[config.mk]
export PLATFORM = sky130hd
export DESIGN_NAME = tsle_xchg
export DESIGN_NICKNAME = d
export VERILOG_FILES = /design/src/hw/rtl/tsle_pkg.sv /design/src/hw/rtl/tsle_xchg.sv
export SDC_FILE = /design/constraint.sdc
export NUM_CORES = 1
export LEC_CHECK = 0
export BUFFER_PORTS_ARGS = -buffer_cell sky130_fd_sc_hd__clkbuf_2
export CORE_UTILIZATION = 55
export DETAILED_ROUTE_END_ITERATION = 7
export MAX_ROUTING_LAYER = met4
export PLACE_DENSITY = 0.79
export SETUP_SLACK_MARGIN = 0.2
export SLEW_MARGIN = 20
export SYNTH_ARGS = -nofsm -noshare
export SYNTH_HDL_FRONTEND = slang
export SYNTH_SLANG_ARGS = --single-unit
export TNS_END_PERCENT = 5
[constraint.sdc]
create_clock -name vclk -period 19.75
set_input_delay 2.9625 -clock vclk [all_inputs]
set_output_delay 2.9625 -clock vclk [all_outputs]
set_load 0.01 [all_outputs]
[src/hw/rtl/tsle_pkg.sv]
// ----------------------------------------------------------------------------
// tsle_pkg
// Shared types and constants of the two-species lattice exchange step: site
// codes, request kinds, register indexes, beat structs and the FSM states.
// ----------------------------------------------------------------------------
`default_nettype none

package tsle_pkg;

  localparam int BOND_W  = 11;
  localparam int UNI_W   = 16;
  localparam int RATE_W  = 17;
  localparam int COUNT_W = 11;
  localparam int REQ_W   = 2;
  localparam int CFG_IDX_W = 2;

  typedef logic [1:0] site_t;

  localparam site_t SITE_EMPTY = 2'd0;
  localparam site_t SITE_ONE   = 2'd1;
  localparam site_t SITE_TWO   = 2'd2;
  localparam site_t SITE_BOTH  = 2'd3;

  localparam logic [RATE_W-1:0]  RATE_ONE  = 17'h10000;
  localparam logic [COUNT_W-1:0] COUNT_MAX = 11'd2047;

  localparam logic [RATE_W-1:0] Q_SQUARED_RST     = 17'd16384;
  localparam logic [RATE_W-1:0] Q_FOURTH_RST      = 17'd4096;
  localparam logic [RATE_W-1:0] Q_SQUARED_EPS_RST = 17'd12288;

  typedef enum logic [REQ_W-1:0] {
    REQ_UPDATE  = 2'd0,
    REQ_MEASURE = 2'd1,
    REQ_INIT    = 2'd2
  } req_t;

  typedef enum logic [CFG_IDX_W-1:0] {
    CFG_Q_SQUARED     = 2'd0,
    CFG_Q_FOURTH      = 2'd1,
    CFG_Q_SQUARED_EPS = 2'd2
  } cfg_idx_t;

  typedef enum logic [2:0] {
    ST_SWEEP,
    ST_IDLE,
    ST_UPD,
    ST_MEAS,
    ST_MEAS_END,
    ST_DONE
  } state_t;

  typedef struct packed {
    logic [REQ_W-1:0]  req_type;
    logic [BOND_W-1:0] bond;
    logic [UNI_W-1:0]  uniform;
  } in_beat_t;

  typedef struct packed {
    logic               fired;
    site_t              new_left;
    site_t              new_right;
    logic [COUNT_W-1:0] count_one;
    logic [COUNT_W-1:0] count_two;
  } out_beat_t;

  typedef struct packed {
    logic [RATE_W-1:0] q_squared;
    logic [RATE_W-1:0] q_fourth;
    logic [RATE_W-1:0] q_squared_eps;
  } rates_t;

  typedef struct packed {
    logic  fired;
    site_t new_left;
    site_t new_right;
  } move_t;

endpackage

`default_nettype wire

[src/hw/rtl/tsle_xchg.sv]
// ----------------------------------------------------------------------------
// tsle_xchg
// Exchange decision for one bond: looks up the ordered site pair, builds the
// cumulative rates in table order and picks the first one above the uniform.
// ----------------------------------------------------------------------------
`default_nettype none

module tsle_xchg (
  input  tsle_pkg::rates_t             rates,
  input  tsle_pkg::site_t              left_site,
  input  tsle_pkg::site_t              right_site,
  input  logic [tsle_pkg::UNI_W-1:0]   uniform,
  output tsle_pkg::move_t              move
);

  localparam int CUM_W = tsle_pkg::RATE_W + 2;

  logic [tsle_pkg::RATE_W-1:0] eps;
  logic [tsle_pkg::RATE_W-1:0] r0, r1, r2;
  tsle_pkg::site_t             na0, nb0, na1, nb1, na2, nb2;
  logic [1:0]                  n_moves;
  logic [CUM_W-1:0]            cum0, cum1, cum2, u_ext;

  always_comb begin
    // eps saturates at zero once q squared passes one
    eps = (rates.q_squared < tsle_pkg::RATE_ONE) ?
          (tsle_pkg::RATE_ONE - rates.q_squared) : '0;
    r0 = '0; r1 = '0; r2 = '0;
    na0 = tsle_pkg::SITE_EMPTY; nb0 = tsle_pkg::SITE_EMPTY;
    na1 = tsle_pkg::SITE_EMPTY; nb1 = tsle_pkg::SITE_EMPTY;
    na2 = tsle_pkg::SITE_EMPTY; nb2 = tsle_pkg::SITE_EMPTY;
    n_moves = 2'd0;
    unique case ({left_site, right_site})
      {tsle_pkg::SITE_ONE, tsle_pkg::SITE_EMPTY}: begin
        r0 = tsle_pkg::RATE_ONE; na0 = tsle_pkg::SITE_EMPTY; nb0 = tsle_pkg::SITE_ONE;
        n_moves = 2'd1;
      end
      {tsle_pkg::SITE_EMPTY, tsle_pkg::SITE_ONE}: begin
        r0 = rates.q_squared; na0 = tsle_pkg::SITE_ONE; nb0 = tsle_pkg::SITE_EMPTY;
        n_moves = 2'd1;
      end
      {tsle_pkg::SITE_TWO, tsle_pkg::SITE_EMPTY}: begin
        r0 = tsle_pkg::RATE_ONE; na0 = tsle_pkg::SITE_EMPTY; nb0 = tsle_pkg::SITE_TWO;
        n_moves = 2'd1;
      end
      {tsle_pkg::SITE_EMPTY, tsle_pkg::SITE_TWO}: begin
        r0 = rates.q_squared; na0 = tsle_pkg::SITE_TWO; nb0 = tsle_pkg::SITE_EMPTY;
        n_moves = 2'd1;
      end
      {tsle_pkg::SITE_BOTH, tsle_pkg::SITE_EMPTY}: begin
        r0 = tsle_pkg::RATE_ONE; na0 = tsle_pkg::SITE_EMPTY; nb0 = tsle_pkg::SITE_BOTH;
        n_moves = 2'd1;
      end
      {tsle_pkg::SITE_EMPTY, tsle_pkg::SITE_BOTH}: begin
        r0 = rates.q_fourth;      na0 = tsle_pkg::SITE_BOTH; nb0 = tsle_pkg::SITE_EMPTY;
        r1 = rates.q_squared_eps; na1 = tsle_pkg::SITE_ONE;  nb1 = tsle_pkg::SITE_TWO;
        r2 = rates.q_squared_eps; na2 = tsle_pkg::SITE_TWO;  nb2 = tsle_pkg::SITE_ONE;
        n_moves = 2'd3;
      end
      {tsle_pkg::SITE_ONE, tsle_pkg::SITE_TWO}: begin
        r0 = eps;             na0 = tsle_pkg::SITE_EMPTY; nb0 = tsle_pkg::SITE_BOTH;
        r1 = rates.q_squared; na1 = tsle_pkg::SITE_TWO;   nb1 = tsle_pkg::SITE_ONE;
        n_moves = 2'd2;
      end
      {tsle_pkg::SITE_TWO, tsle_pkg::SITE_ONE}: begin
        r0 = eps;             na0 = tsle_pkg::SITE_EMPTY; nb0 = tsle_pkg::SITE_BOTH;
        r1 = rates.q_squared; na1 = tsle_pkg::SITE_ONE;   nb1 = tsle_pkg::SITE_TWO;
        n_moves = 2'd2;
      end
      {tsle_pkg::SITE_BOTH, tsle_pkg::SITE_ONE}: begin
        r0 = tsle_pkg::RATE_ONE; na0 = tsle_pkg::SITE_ONE; nb0 = tsle_pkg::SITE_BOTH;
        n_moves = 2'd1;
      end
      {tsle_pkg::SITE_ONE, tsle_pkg::SITE_BOTH}: begin
        r0 = rates.q_squared; na0 = tsle_pkg::SITE_BOTH; nb0 = tsle_pkg::SITE_ONE;
        n_moves = 2'd1;
      end
      {tsle_pkg::SITE_BOTH, tsle_pkg::SITE_TWO}: begin
        r0 = tsle_pkg::RATE_ONE; na0 = tsle_pkg::SITE_TWO; nb0 = tsle_pkg::SITE_BOTH;
        n_moves = 2'd1;
      end
      {tsle_pkg::SITE_TWO, tsle_pkg::SITE_BOTH}: begin
        r0 = rates.q_squared; na0 = tsle_pkg::SITE_BOTH; nb0 = tsle_pkg::SITE_TWO;
        n_moves = 2'd1;
      end
      default: begin
        n_moves = 2'd0;
      end
    endcase
  end

  always_comb begin
    cum0  = CUM_W'(r0);
    cum1  = cum0 + CUM_W'(r1);
    cum2  = cum1 + CUM_W'(r2);
    u_ext = CUM_W'(uniform);
    move.fired     = 1'b0;
    move.new_left  = left_site;
    move.new_right = right_site;
    // first transition in table order whose running sum exceeds the uniform
    if ((n_moves >= 2'd1) && (u_ext < cum0)) begin
      move.fired = 1'b1; move.new_left = na0; move.new_right = nb0;
    end else if ((n_moves >= 2'd2) && (u_ext < cum1)) begin
      move.fired = 1'b1; move.new_left = na1; move.new_right = nb1;
    end else if ((n_moves == 2'd3) && (u_ext < cum2)) begin
      move.fired = 1'b1; move.new_left = na2; move.new_right = nb2;
    end
  end

endmodule

`default_nettype wire

==> results.md <==
* Peak supply drop at 0.0146 mV
* Largest cells by area after synthesis: ha_1 25%, a21o_1 7.4%, a21oi_1 5.2%
* Syn. warnings at 0
* Hold Violations, Final at 0
* Global route overflow at 0
* DPL Wire Length at 10100 um
* WP data arrival at 11340 ps
* Worst hold margin at 6480 ps
* Clk_buf instances at 0
* Hold Path Class: in -> out
* Final setup margin at 5450 ps
* Most common cell after layout, fill and taps aside: ha_1
* Vias per cell at 6.17
* Slew headroom at 56.8%
* Rows at 31
* Die ar. at 7920 um^2
* Commonest non-fill, non-tap cells in the layout: 83 x ha_1, 76 x clkbuf_2, 55 x nand2_1
* GP Congestion at 0.962
* Distinct cells, synth at 76
* Antenna diodes at 0
* CP max FO at 15
* Top-level I/O count at 76
* Post-route design area at 4580 um^2
* RSZ-0062 raised after global routing: false
* DR WL/cell at 16.1 um
* Buffers on Ports at 76
* Leading area contributor after synthesis: ha_1
* Final setup viols at 0
* GRT Util Overall at 30.9%
* Total chip power at 0.000129 W
* Dpl ws at 5520 ps
* Minimum clock period at 14300 ps
* Share of post-route cells with drive strength above 1 at 18.1%
* Critical path's largest stage delay at 470 ps
* DP Area at 4580 um^2
* Routed wire length at 11800 um
* Drt drc at 0
* CTS resizes at 0
* Share of the synthesized area in the top cell type at 24.9%
* Fmax at 69.9 MHz
* Slowest cell on crit path: o31a_1
* Max Cap Violations at 0
* Die Span X at 89.0 um
* Area Overhead vs Synth at 9.92%
* P_leak at 2.42 nW
* Die Y at 89.0 um
* Worst setup EP type: primary output
* CORE AREA at 7290 um^2
* Initial DRC Count at 243
* Initial core utilization at 57.1%
* Cell Area, Synth at 4160 um^2
* Drt pass-1 iters at 4
* Hold buffer count at cts at 0
* Req. time, crit path at 16790 ps
* Synthesized Nets at 731
* Initial antenna violation count at 0
* Number of global-route vias before repair at 4072
* Final period util at 72.4%
* Register area at 0 um^2
* Mean Syn Cell Area at 7.24 um^2
* Status: finished, final reports clean
* Setup crit start kind: input pin
* First-pass GRT wire length at 18900 um
* Final Max Tran Viols at 0
* Final #Nets at 792
* Remaining antenna violation count after routing at 0
* CP Class: in -> out
* Setup tns final at 0 ps
* Largest net degree at the start of global routing at 38
* Most used cell, CP: ha_1
* Cells after synthesis at 575
* Seq cells at 0
* Pwr per Cell Area at 28.2 nW/um^2
* DR vias at 4526
* Post-CTS Repair Setup Buffers at 0
* Register area share after synthesis at 0%
* Worst-margin pin slew at 644 ps
[final cells by class]
class	count	area, um^2
timing repair buffer	78	395
tap	99	124
multi-input combinational	506	3870
inverter	50	188
fill	698	2720
[cell families after synthesis]
family          count (synthesis)  share of synthesized area [%]
compound gates                208                           36.0
xor+xnor                       27                           5.68
fa+ha+maj                      85                           25.9
buf+inv                        69                           7.18
mux                             2                          0.481
simple gates                  184                           24.7
[per-layer routing]
metal | vias to the layer above | wire, um | global-route usage [%]
met2 | 157 | 5330 | 51.7
met4 | 0 | 112 | 3.17
li1 | 2279 | - | -
met1 | 2082 | 5740 | 43.2
met3 | 8 | 623 | 0.277
met5 | - | 0 | -
[critical path, delay by kind of cell]
family | cells | cell delay, ps
simple gates | 10 | 1950
xor+xnor | 1 | 190
fa+ha+maj | 5 | 1360
compound gates | 20 | 4110
buf+inv | 6 | 780
[per-stage QoR]
stage,utilization (%),std cells
after global placement,62.8,733
after floorplan,-,575
after detailed placement,62.8,733
after CTS,62.8,733
final,62.8,733
after global routing,62.8,733
[cells in the mapped netlist (all sizes together), types with 10 or more instances]
| master | count |
|---|---|
| and2 | 19 |
| o21ai | 38 |
| a21o | 41 |
| nand2 | 57 |
| xor2 | 13 |
| inv | 50 |
| nor3 | 15 |
| xnor2 | 14 |
| ha | 83 |
| buf | 10 |
| a21oi | 46 |
| nor2 | 22 |
[power breakdown]
group          internal, W  switching (W)  total, W
combinational    0.0000555      0.0000738  0.000129
sequential               0              0         0
clock                    0              0         0
[path summary, 6_finish.rpt]
kind / start / to / slack [ps] / cells past startpoint
worst max-delay path: rates[34] / move[3] / 5450 / 42
worst min-delay path: right_site[0] / move[0] / 6480 / 4
Note: power is estimated with default switching activity, not from simulation.
